===== src/hw/rtl/sfgv_pkg.sv =====
// shared types and constants of the stroke font glyph vector generator
`default_nettype none

package sfgv_pkg;

    localparam int FONT_WORDS  = 8192;
    localparam int FONT_AW     = $clog2(FONT_WORDS);
    localparam int INDEX_BASE  = 96;
    localparam int MAX_STROKES = 64;
    localparam int CNT_W       = $clog2(MAX_STROKES + 1);

    localparam int APB_AW      = 4;

    localparam logic [1:0] REG_PATH_MODE = 2'd0;
    localparam logic [1:0] REG_ADV_HORIZ = 2'd1;
    localparam logic [1:0] REG_ADV_VERT  = 2'd2;

    localparam logic [15:0] ADV_HORIZ_RESET = 16'd1472;
    localparam logic [15:0] ADV_VERT_RESET  = 16'd2453;

    localparam logic KIND_WRITE = 1'b0;
    localparam logic KIND_DRAW  = 1'b1;

    localparam logic [15:0] CODE_FIRST   = 16'd32;
    localparam logic [15:0] CODE_LAST    = 16'd126;
    localparam logic [15:0] CODE_DEFAULT = 16'd46;

    localparam logic [7:0] OP_PEN_UP = 8'd5;

    typedef enum logic [1:0] {
        PATH_RIGHT = 2'd0,
        PATH_LEFT  = 2'd1,
        PATH_UP    = 2'd2,
        PATH_DOWN  = 2'd3
    } path_t;

    typedef struct packed {
        path_t       path_mode;
        logic [15:0] advance_horizontal;
        logic [15:0] advance_vertical;
    } cfg_t;

    typedef enum logic [2:0] {
        ADDR_HOLD,
        ADDR_START,
        ADDR_END,
        ADDR_STROKE,
        ADDR_NEXT
    } addr_sel_t;

    typedef struct packed {
        logic      mem_write;
        logic      load_item;
        logic      cap_start;
        logic      load_count;
        logic      step;
        logic      advance;
        addr_sel_t addr_sel;
    } cmd_t;

    typedef struct packed {
        logic remain_zero;
        logic out_busy;
    } stat_t;

endpackage

`default_nettype wire


===== src/hw/rtl/sfgv_ctrl.sv =====
// controller state machine for font loads and glyph walks
`default_nettype none

module sfgv_ctrl (
    input  wire logic            clk,
    input  wire logic            rst_n,
    input  wire logic            in_valid,
    input  wire logic            in_kind,
    output logic                 in_ready,
    output sfgv_pkg::cmd_t       cmd,
    input  wire sfgv_pkg::stat_t stat
);

    typedef enum logic [2:0] {
        S_IDLE,
        S_IDX0,
        S_IDX1,
        S_COUNT,
        S_WALK,
        S_ADV
    } state_t;

    state_t state_reg;
    state_t state_next;

    always_ff @(posedge clk or negedge rst_n)
    begin
        if (!rst_n)
        begin
            state_reg <= S_IDLE;
        end
        else
        begin
            state_reg <= state_next;
        end
    end

    always_comb
    begin
        state_next   = state_reg;
        in_ready     = 1'b0;
        cmd          = '0;
        cmd.addr_sel = sfgv_pkg::ADDR_HOLD;
        unique case (state_reg)
            S_IDLE:
            begin
                in_ready = 1'b1;
                if (in_valid)
                begin
                    if (in_kind == sfgv_pkg::KIND_DRAW)
                    begin
                        cmd.load_item = 1'b1;
                        state_next    = S_IDX0;
                    end
                    else
                    begin
                        cmd.mem_write = 1'b1;
                    end
                end
            end
            S_IDX0:
            begin
                cmd.addr_sel = sfgv_pkg::ADDR_START;
                state_next   = S_IDX1;
            end
            S_IDX1:
            begin
                cmd.cap_start = 1'b1;
                cmd.addr_sel  = sfgv_pkg::ADDR_END;
                state_next    = S_COUNT;
            end
            S_COUNT:
            begin
                cmd.load_count = 1'b1;
                cmd.addr_sel   = sfgv_pkg::ADDR_STROKE;
                state_next     = S_WALK;
            end
            S_WALK:
            begin
                if (stat.remain_zero)
                begin
                    state_next = S_ADV;
                end
                else if (!stat.out_busy)
                begin
                    cmd.step     = 1'b1;
                    cmd.addr_sel = sfgv_pkg::ADDR_NEXT;
                end
            end
            S_ADV:
            begin
                cmd.advance = 1'b1;
                state_next  = S_IDLE;
            end
            default:
            begin
                state_next = S_IDLE;
            end
        endcase
    end

endmodule

`default_nettype wire


===== config.mk =====
export PLATFORM = sky130hd
export DESIGN_NAME = sfgv_ctrl
export DESIGN_NICKNAME = d
export VERILOG_FILES = /design/src/hw/rtl/sfgv_pkg.sv /design/src/hw/rtl/sfgv_ctrl.sv
export SDC_FILE = /design/constraint.sdc
export NUM_CORES = 1
export LEC_CHECK = 0
export BUFFER_PORTS_ARGS = -buffer_cell sky130_fd_sc_hd__buf_2
export CAP_MARGIN = 30
export CORE_AREA = 2 2 39 41
export DETAILED_ROUTE_END_ITERATION = 10
export DIE_AREA = 0 0 41 43
export GPL_ROUTABILITY_DRIVEN = 0
export PLACE_DENSITY = 0.5
export SYNTH_ARGS = -nofsm -noshare
export SYNTH_HDL_FRONTEND = slang
export SYNTH_SLANG_ARGS = --single-unit
export TNS_END_PERCENT = 50

===== constraint.sdc =====
create_clock -name clk -period 1.5 [get_ports clk]
set_input_delay 0.075 -clock clk [delete_from_list [all_inputs] [get_ports clk]]
set_output_delay 0.075 -clock clk [all_outputs]
set_load 0.05 [all_outputs]

## Yosys cells after proc, flatten, opt, wreduce, memory -nomap -nowiden

Cells that the tools add are included.

- Word-level logic and storage cells: 29
- Output and inout port bits: 10
- Register bits: 3
- Input bits: 6

- Multiplexer cells: 18
- Reduce and logical (&&, ||, !) cells: 2
- Eq/ne operators: 8

Operator list:

| operator | count |
|---|---|
| $mux W3 | 5 |
| $pmux W3 S5 | 1 |
| $pmux W3 S4 | 1 |
| $mux W1 | 9 |
| $eq A3 B2 Y1 const B | 2 |
| $eq A3 B3 Y1 const B | 2 |
| $ne A2 B2 Y1 const B | 3 |
| $mux W2 | 2 |
| $eq A3 B1 Y1 const B | 1 |
| $logic_not A3 Y1 | 1 |
| $reduce_and A3 Y1 | 1 |

## Longest topological paths before layout

- Word-level depth: 3
- Depth in mapped cells: 3

## Least setup slack after synthesis

OpenSTA, ideal clock, no wires.

- Path kind: register -> output
- Start point: reg state_reg[0]
- End point: out cmd[8] (netlist bit)
- Stages on the path, launching flop included: 4
- Slack: -360 ps
- Required time: 1425 ps
- Data arrival time: 1785 ps
- Cells stage by stage: dfrtp_1 buf_6 nor3_2 and3b_1

RTL lines:

| element | line | text |
|---|---|---|
| from (decl) | sfgv_ctrl.sv:23 | `state_t state_reg;` |
| from (signal assigned) | sfgv_ctrl.sv:34 | `state_reg <= state_next;` |
| to (decl) | sfgv_ctrl.sv:10 | `output sfgv_pkg::cmd_t cmd,` |

==> reports/qor.txt <==
Min Clock Period, post-route: 1420 ps
GRT Util Overall: 7.16%
Final net count: 49
CTS tree: yes
CTS sink cnt: 3
First-pass GRT wire length: 765 um
Grt total ovfl: 0
DR WL/cell: 9.12 um
Setup bufs post-CTS: 0
Yosys warning count: 0
WHS Path Cells: 3
Fin crit share: 94.9%
Fmax: 702 MHz
# rows: 14
Switching power total: 0.521 mW
Hold WC Path Type: in2reg
Clock latency on the worst-skew pair: 230 ps
Die height: 43 um
DRC: 0
Synth Area in XOR/XNOR: 4.07%
CP endpoint kind: primary output
Port Buffer Count: 15
Largest family of logic cells by synthesized area: simple AND/OR/NAND/NOR gates
Fill cells: 156
Area grow syn2layout: 64.0%
Final setup fails: 0
Max incr delay on CP: 460 ps
IO Pins: 16
Inserted Clock Buffers: 3
Clock Tree Buf Depth: 2
Synth Area in Simple Gates: 44.2%
Cell Chain, Critical Path: nor3_4 > and3b_2 > buf_2
Worst R2R Path Depth: 2
CORE AREA: 1380 um^2
Sequential share of the synthesized area: 34.9%
Crit path DAT: 1350 ps
Critical Path RT: 1420 ps
DRT Wirelength: 529 um
Pin count of the biggest net entering global routing: 10
Clock Skews: 1.23 ps
Reg clk slew, reported paths: 40 ps
Remaining antenna violation count: 0
Die Wd: 41 um
Inserted Diodes: 0
Via Count: 222
Area of the mapped netlist: 215 um^2
Core Util, Final: 25.5%
Commonest non-fill, non-tap cell in the layout: buf_2
Vias in the first global route: 187
Router iterations before antenna repair: 1
1st-iter DRT viols: 0
Vias per cell: 3.83
VDD IR max: 755 uV
Initial Util: 15.6%
Status: complete, no violations
Comb pwr share: 62.0%
Synth Register Bits: 3
Max reg flops: 3
Internal power: 0.387 mW
H-Tree Depth: 1
Yosys cell types: 15
Leak pwr: 0.182 nW
Mux cell area share after synthesis: 0%
Complex-gate fraction of the synthesized area: 9.88%
Adder-cell area share of the yosys netlist: 0%
Actual slew at the worst max-slew pin: 307 ps
Mean Syn Cell Area: 9.36 um^2
Final hold vios: 0
Commonest non-fill, non-tap cells in the layout: buf_2 (13), nor2_1 (3), and2_1 (3), clkbuf_4 (3)
Initial antenna violation count: 0
Sequential power share: 22.4%
Worst path slowest cell: dfrtp_2
Clock power frac: 15.6%
Share of layout cells above drive strength 1: 57.1%
Power density over the cells: 2580 nW/um^2
Switching share of power: 57.4%
Worst-path fanout max: 8
Max-cap violations: 0
Post-Syn Nets: 29
Max-slew violations: 0
Die area: 1760 um^2
Final Power: 0.909 mW
Slew margin rel.: 79.6%
Post-Synthesis Cells: 23
RSZ-0062 raised after global routing: no
CTS Root Cell: clkbuf_4
Flop2flop setup slack: 470 ps
Setup CP Type: reg2out
CP Launch Type: flip-flop
==> final timing paths <==
kind                              start           end
max                        state_reg[0]        cmd[8]
min                             stat[1]  state_reg[0]
max reg2reg                state_reg[2]  state_reg[2]
min reg2reg                state_reg[0]  state_reg[2]
max in group asynchronous         rst_n  state_reg[0]
min in group asynchronous         rst_n  state_reg[2]
==> critical path, delay by kind of cell, from the launching register on <==
family                 cells  cell delay [ps]
DFF                        1              460
and+or+nand+nor            2              400
buffers and inverters      1              250
==> layer usage <==
layer	wire [um]	share of wire (%)	vias up	global-route usage (%)
met2	188	36	18	8.75
met1	239	45	86	8.14
met3	86	16	2	3.14
met5	0	0	-	0
li1	-	-	116	-
met4	14	2.6	0	8.00
==> what timing repair did <==
action                                  4_1_cts  5_1_grt
hold buffers                                  1        0
endpoints found under the hold margin         3        0
endpoints found under the setup margin        2        4
gates resized for setup                       2        1
==> Yosys cell counts <==
cell type / instances / area, um^2
a21oi_1: 1 / 5.00
and2_1: 3 / 18.8
and3_1: 1 / 6.26
and3b_1: 2 / 17.5
buf_6: 1 / 11.3
dfrtp_1: 3 / 75.1
inv_1: 1 / 3.75
nand2b_1: 2 / 12.5
nor2_1: 3 / 11.3
nor2b_1: 1 / 6.26
nor3_2: 1 / 10.0
nor4_2: 1 / 12.5
o21bai_1: 1 / 7.51
o32ai_1: 1 / 8.76
xnor2_1: 1 / 8.76
==> cell type report <==
cell class | instances | area, um^2 | share of cell area, %
well taps | 16 | 20.0 | 5.67
flip-flops and latches | 3 | 76.3 | 21.6
clock buffers | 4 | 26.3 | 7.45
multi-input cells | 18 | 136 | 38.7
inverters | 1 | 3.75 | 1.06
repair buffers | 16 | 90.1 | 25.5
==> power groups by stage <==
stage	combinational, mW	clock [mW]	sequential (mW)
2_1_floorplan	0.508	0	0.165
3_5_place_dp	0.565	0	0.203
4_1_cts	0.569	0.151	0.202
5_1_grt	0.605	0.164	0.215
3_3_place_gp	0.563	0	0.202
6_report	0.563	0.142	0.204
==> cells by family after synthesis <==
kind of cell / Yosys count
flops: 3
xor+xnor: 1
simple gates: 14
buf+inv: 2
compound gates: 3
==> metrics by stage <==
| stage | hold WS [ps] | setup WS (ps) | instances | area, um^2 | setup TNS [ps] |
|---|---|---|---|---|---|
| after floorplan | -221 | -76.2 | 23 | 226 | -87.3 |
| after global placement | -127 | 262 | 53 | 310 | 0 |
| after detailed placement | -127 | 225 | 53 | 310 | 0 |
| after CTS | 144 | 19.8 | 58 | 352 | 0 |
| after global routing | 153 | 6.94 | 58 | 353 | 0 |
| final | 139 | 76.1 | 58 | 353 | 0 |
Note: power is estimated with default switching activity, not from simulation.
