==> src/hw/rtl/sfgv_pkg.sv <==
// shared types and constants of the stroke font glyph vector generator
`default_nettype none

package sfgv_pkg;

    localparam int FONT_WORDS  = 8192;
    localparam int FONT_AW     = $clog2(FONT_WORDS);
    localparam int INDEX_BASE  = 96;
    localparam int MAX_STROKES = 64;
    localparam int CNT_W       = $clog2(MAX_STROKES + 1);

    localparam int APB_AW      = 4;

    localparam logic [1:0] REG_PATH_MODE = 2'd0;
    localparam logic [1:0] REG_ADV_HORIZ = 2'd1;
    localparam logic [1:0] REG_ADV_VERT  = 2'd2;

    localparam logic [15:0] ADV_HORIZ_RESET = 16'd1472;
    localparam logic [15:0] ADV_VERT_RESET  = 16'd2453;

    localparam logic KIND_WRITE = 1'b0;
    localparam logic KIND_DRAW  = 1'b1;

    localparam logic [15:0] CODE_FIRST   = 16'd32;
    localparam logic [15:0] CODE_LAST    = 16'd126;
    localparam logic [15:0] CODE_DEFAULT = 16'd46;

    localparam logic [7:0] OP_PEN_UP = 8'd5;

    typedef enum logic [1:0] {
        PATH_RIGHT = 2'd0,
        PATH_LEFT  = 2'd1,
        PATH_UP    = 2'd2,
        PATH_DOWN  = 2'd3
    } path_t;

    typedef struct packed {
        path_t       path_mode;
        logic [15:0] advance_horizontal;
        logic [15:0] advance_vertical;
    } cfg_t;

    typedef enum logic [2:0] {
        ADDR_HOLD,
        ADDR_START,
        ADDR_END,
        ADDR_STROKE,
        ADDR_NEXT
    } addr_sel_t;

    typedef struct packed {
        logic      mem_write;
        logic      load_item;
        logic      cap_start;
        logic      load_count;
        logic      step;
        logic      advance;
        addr_sel_t addr_sel;
    } cmd_t;

    typedef struct packed {
        logic remain_zero;
        logic out_busy;
    } stat_t;

endpackage

`default_nettype wire

==> src/hw/rtl/sfgv_regs.sv <==
// apb configuration registers
`default_nettype none

module sfgv_regs (
    input  wire logic                       clk,
    input  wire logic                       rst_n,
    input  wire logic                       psel,
    input  wire logic                       penable,
    input  wire logic                       pwrite,
    input  wire logic [sfgv_pkg::APB_AW-1:0] paddr,
    input  wire logic [31:0]                pwdata,
    output logic      [31:0]                prdata,
    output logic                            pready,
    output sfgv_pkg::cfg_t                  cfg
);

    sfgv_pkg::cfg_t cfg_reg;
    logic           wr_en;

    assign wr_en  = psel && penable && pwrite;
    assign pready = 1'b1;
    assign cfg    = cfg_reg;

    always_ff @(posedge clk or negedge rst_n)
    begin
        if (!rst_n)
        begin
            cfg_reg.path_mode          <= sfgv_pkg::PATH_RIGHT;
            cfg_reg.advance_horizontal <= sfgv_pkg::ADV_HORIZ_RESET;
            cfg_reg.advance_vertical   <= sfgv_pkg::ADV_VERT_RESET;
        end
        else if (wr_en)
        begin
            unique case (paddr[3:2])
                sfgv_pkg::REG_PATH_MODE:
                    cfg_reg.path_mode <= sfgv_pkg::path_t'(pwdata[1:0]);
                sfgv_pkg::REG_ADV_HORIZ:
                    cfg_reg.advance_horizontal <= pwdata[15:0];
                sfgv_pkg::REG_ADV_VERT:
                    cfg_reg.advance_vertical <= pwdata[15:0];
                default:
                begin
                end
            endcase
        end
    end

    always_comb
    begin
        unique case (paddr[3:2])
            sfgv_pkg::REG_PATH_MODE: prdata = {30'd0, cfg_reg.path_mode};
            sfgv_pkg::REG_ADV_HORIZ: prdata = {16'd0, cfg_reg.advance_horizontal};
            sfgv_pkg::REG_ADV_VERT:  prdata = {16'd0, cfg_reg.advance_vertical};
            default:                 prdata = 32'd0;
        endcase
    end

endmodule

`default_nettype wire

==> config.mk <==
export PLATFORM = sky130hd
export DESIGN_NAME = sfgv_regs
export DESIGN_NICKNAME = d
export VERILOG_FILES = /design/src/hw/rtl/sfgv_pkg.sv /design/src/hw/rtl/sfgv_regs.sv
export SDC_FILE = /design/constraint.sdc
export NUM_CORES = 1
export LEC_CHECK = 0
export BUFFER_PORTS_ARGS = -buffer_cell sky130_fd_sc_hd__buf_2
export CORE_MARGIN = 2
export CORE_UTILIZATION = 38
export CTS_CLUSTER_DIAMETER = 80
export DETAILED_ROUTE_END_ITERATION = 10
export PLACE_DENSITY_LB_ADDON = 0.2
export SLEW_MARGIN = 20
export SYNTH_ARGS = -nofsm -noshare
export SYNTH_HDL_FRONTEND = slang
export SYNTH_SLANG_ARGS = --single-unit
==> constraint.sdc <==
create_clock -name clk -period 1.5 [get_ports clk]
set_clock_uncertainty 0.1 [all_clocks]
set_input_delay 0.3 -clock clk [delete_from_list [all_inputs] [get_ports clk]]
set_output_delay 0.3 -clock clk [all_outputs]
set_load 0.05 [all_outputs]
### Word-level counts from Yosys, hierarchy flattened

Cells that the tools add are included.
W data, S select, Z words.

| word-level totals | value |
|---|---|
| logic and storage cells | 12 |
| flip-flop bits (word level) | 34 |

| cells by class | value |
|---|---|
| muxes and demuxes | 1 |
| equality and inequality tests | 2 |
| reductions and logical operators | 6 |

Operator list:

| cell | number |
|---|---|
| $pmux W16 S3 | 1 |
| $reduce_and A2 Y1 | 3 |
| $eq A2 B1 Y1 const B | 1 |
| $eq A2 B2 Y1 const B | 1 |
| $logic_and A1 B1 Y1 | 2 |
| $logic_not A2 Y1 | 1 |

### Logic depth before layout (Yosys ltp)

| logic depth | value |
|---|---|
| word-level depth | 3 |
| depth in mapped cells | 6 |
| gate-level depth less buffers | 3 |

### Least setup slack after synthesis

No wires, ideal clock.

| timing path | value |
|---|---|
| kind | register to output |
| start point | reg cfg_reg (netlist bit cfg[16]) |
| end point | out prdata[0] |
| setup slack | -0.762 ns |
| stages on the path, launching flop included | 3 |
| data arrival time | 1.862 ns |
| buffers on the path | 0 |
| required time | 1.100 ns |
| path through | dfrtp_1 > mux2i_1 > o21ai_0 |

| on the way | value |
|---|---|
| longest elaborated chain between the ends | 1 |

RTL lines:

| element | RTL line | text |
|---|---|---|
| start, declared | sfgv_regs.sv:17 | `sfgv_pkg::cfg_t cfg_reg;` |
| $pmux W16 S3 | sfgv_regs.sv:50 | `unique case (paddr[3:2])` |
| end, declared | sfgv_regs.sv:12 | `output logic [31:0] prdata,` |

Every way passes these cells.

### Worst setup path after layout

| timing path | value |
|---|---|
| start point | in paddr[3] (netlist bit) |
| end point | out prdata[8] |

| on the way | value |
|---|---|
| longest elaborated chain between the ends | 2 |
| elaborated cells between the ends (all ways) | 4 |
| classes of those cells | eq/ne: 2; mux: 1; reduce/logical: 1 |

RTL lines:

| element | RTL line | text |
|---|---|---|
| start, declared | sfgv_regs.sv:10 | `input wire logic [sfgv_pkg::APB_AW-1:0] paddr,` |
| $eq A2 B2 Y1, or another cell as far along | sfgv_regs.sv:50 |  |
| $pmux W16 S3 * | sfgv_regs.sv:50 |  |

Mark *: on every way between the ends. The rest lies on a longest branch, timed or not.

==> qor.csv <==
stage,metric,value,unit
global_route,first_global_vias,1329,
place,dp_hpwl,2.822,mm
timing,min_period,1.562,ns
timing,layout_setup_ws,-0.06218,ns
global_route,grt_overflow_total,0,
setup_path,cp-endpoint,prdata[8],
die,ios,108,
timing,hold_viol,0,
timing,rsz0062_at_grt,yes,
timing,timing.fmax,640.1,MHz
detailed_routing,finalWirelength,4.310,mm
synth,synth_top_area_frac,0.3563,
pwr,swShare,0.4616,
cells_and_area,syn2layout_area_growth,60.58,%
place,gp_congestion,0.7394,
pwr,p_per_area,1552,nW/um^2
setup_path,crit_fanout,7,
clocking,root_buffer,clkbuf_8,
setup_path,start_kind,input pin,
synth,synth_edf_count,0,
global_route,antenna_found_initial,0,
timing,setup_viol,16,
clocking,insertion_delay,0.28,ns
clocking,clockBufferDepth,2,
setup_path,rrSetupSlack,0.49,ns
detailed_routing,drt_iter0_drc,42,
global_route,grt_max_degree,35,
setup_path,critPathRequiredTime,1.10,ns
cells_and_area,nNetsFinal,254,
die,start_util,0.3898,
synth,synth_top_cells_by_count,"dfrtp_1, mux2_2, buf_4",
die,rows,24,
clocking,cts_max_level,2,
synth,synthFlopType,dfrtp_1,
setup_path,worst_r2r_endpoint,cfg[16],
synth,synth.avg_cell_area,14.04,um^2
place,port_buffers,72,
cells_and_area,largest_register_ffs,34,
detailed_routing,viasPerCell,4.797,
synth,yosys_register_bits,34,
pwr,p_leak,0.001366,uW
clocking,cts_buffers,5,
setup_path,r2r_start,cfg[16],
setup_path,critPathKind,in -> out,
global_route,grt_first_pass_wirelength,6.858,mm
place,dp_slack,-0.5993,ns
clocking,cts.clk_slew.worst_paths,0.07,ns
detailed_routing,drtAntennaViolNets,0,
synth,synth_cells,120,
hold_path,hp-class,in -> reg,
timing,finalCritPeriodShare,1.041,
setup_path,worstRegToRegCells,2,
pwr,clockPowerShare,0.153,
clocking,cts_sinks,34,
pwr,intPower,2261,uW
setup_path,crit_path_end_kind,primary output,
synth,ys_seq_area_frac,0.5122,
cells_and_area,antenna_cells,0,
synth,ys_async_sr_fraction,1.000,
detailed_routing,drc,0,
flow_run,cap_violations,0,
synth,yosys_warnings,0,
setup_path,crit_path_start,paddr[3],
pwr,power_switching,1939,uW
global_route,grt_usage,0.1778,
detailed_routing,vias,1276,
die,die_w,70.60,um
setup_path,critPathArrivalTime,1.16,ns
die,core,4324,um^2
cells_and_area,fill_cells,358,
cells_and_area,layout-drive-gt1-share,0.7944,
detailed_routing,dr.pass1.iters,4,
outcome,status,"finished, violations left",
clocking,cts_tree,built,
pwr,peakVddDrop,751.2,uV
detailed_routing,wl_per_cell,16.20,um
die,die_area,4984,um^2
synth,netlist_area,1685,um^2
outcome,violations,setup timing,
pwr,comb_power_share,0.513,
die,fp.dieH,70.60,um
timing,slew_viol_final,0,
timing,fin_tns_setup,-0.8140,ns
synth,ys_top_cells_by_area,"dfrtp_1, mux2_2, dfstp_2",
synth,yosys.area.top_type,dfrtp_1,
pwr,seqPwrFrac,0.334,
synth,synth.distinct_cells,18,
-- timing repair --
item                       in CTS  in global routing
hold buffers                    1                  0
setup endpoints to repair      21                 26
buffers inserted                6                  3
cloned                          0                  1
pin swaps                       2                  5
resized for setup              67                  9
hold endpoints to repair       24                  0
-- layout make-up --
class / count / area, um^2 / share of cell area
clock buffers: 8 / 80.08 / 0.02959
repair buffers: 95 / 799.5 / 0.2954
well taps: 52 / 65.06 / 0.02404
multi-input cells: 77 / 895.9 / 0.3310
flip-flops and latches: 34 / 865.8 / 0.3199
-- metrics by stage --
| stage | utilization | total power [uW] | cells | cell area, um^2 | hold WS [ns] |
|---|---|---|---|---|---|
| 4_1_cts | 0.6074 | 4161 | 262 | 2626 | 0.1460 |
| 5_1_grt | 0.6259 | 4392 | 266 | 2706 | 0.1453 |
| 6_report | 0.6259 | 4200 | 266 | 2706 | 0.1547 |
| 3_3_place_gp | 0.5182 | 3246 | 247 | 2241 | 0.1713 |
| 2_1_floorplan | - | 2909 | 135 | 1929 | -0.09559 |
| 3_5_place_dp | 0.5182 | 3282 | 247 | 2241 | 0.1782 |
-- layout by cell type, fill, tap and decap left out, types with 5 or more instances in the layout --
cell type / netlist / layout
mux2_2: 24 / 24
buf_2: 0 / 44
mux2_4: 10 / 10
buf_4: 19 / 20
buf_8: 0 / 11
buf_6: 1 / 15
conb_1: 2 / 17
dfrtp_1: 24 / 22
clkbuf_8: 0 / 5
dfstp_2: 10 / 10
a22o_4: 0 / 14
-- worst min-delay path by stage --
stage,from,endpoint,slack [ns],cells after the start
6_report,pwdata[4],cfg[20],0.15,2
5_1_grt,pwdata[9],cfg[25],0.15,2
4_1_cts,pwdata[4],cfg[20],0.15,2
3_3_place_gp,rst_n,cfg[1],0.17,2
3_5_place_dp,rst_n,cfg[1],0.18,2
2_1_floorplan,rst_n,cfg[10],-0.1,0
-- worst max-delay path, cell delays in order --
cell	delay, ns
buf_8	0.10
buf_6	0.11
nor2b_4	0.18
clkbuf_16	0.19
a22o_4	0.14
buf_8	0.13
-- routing by layer --
layer / vias to the layer above / wire length (um) / track usage
li1: 577 / - / -
met1: 643 / 1727 / 0.2238
met2: 52 / 2223 / 0.2914
met3: 4 / 327 / 0.06838
met4: 0 / 31 / 0.04403
met5: - / 0 / 0
-- power groups by stage --
stage / sequential (uW) / clock (uW) / combinational [uW]
after CTS: 1400 / 660 / 2110
after floorplan: 2140 / 0 / 771
after global placement: 1370 / 0 / 1880
after global routing: 1430 / 723 / 2240
after detailed placement: 1390 / 0 / 1890
final: 1400 / 643 / 2160
-- cell families (layout without fill, tap and decap cells) --
logic type	after synthesis	count (layout)	synth area share
AND/OR/NAND/NOR	8	8	0.03341
multiplexers	36	36	0.2613
AO/OA/AOI/OAI	16	16	0.07870
other	2	17	0.004456
buffers and inverters	24	103	0.1099
flip-flops	34	34	0.5123
Power figures use the tool's default switching activity.
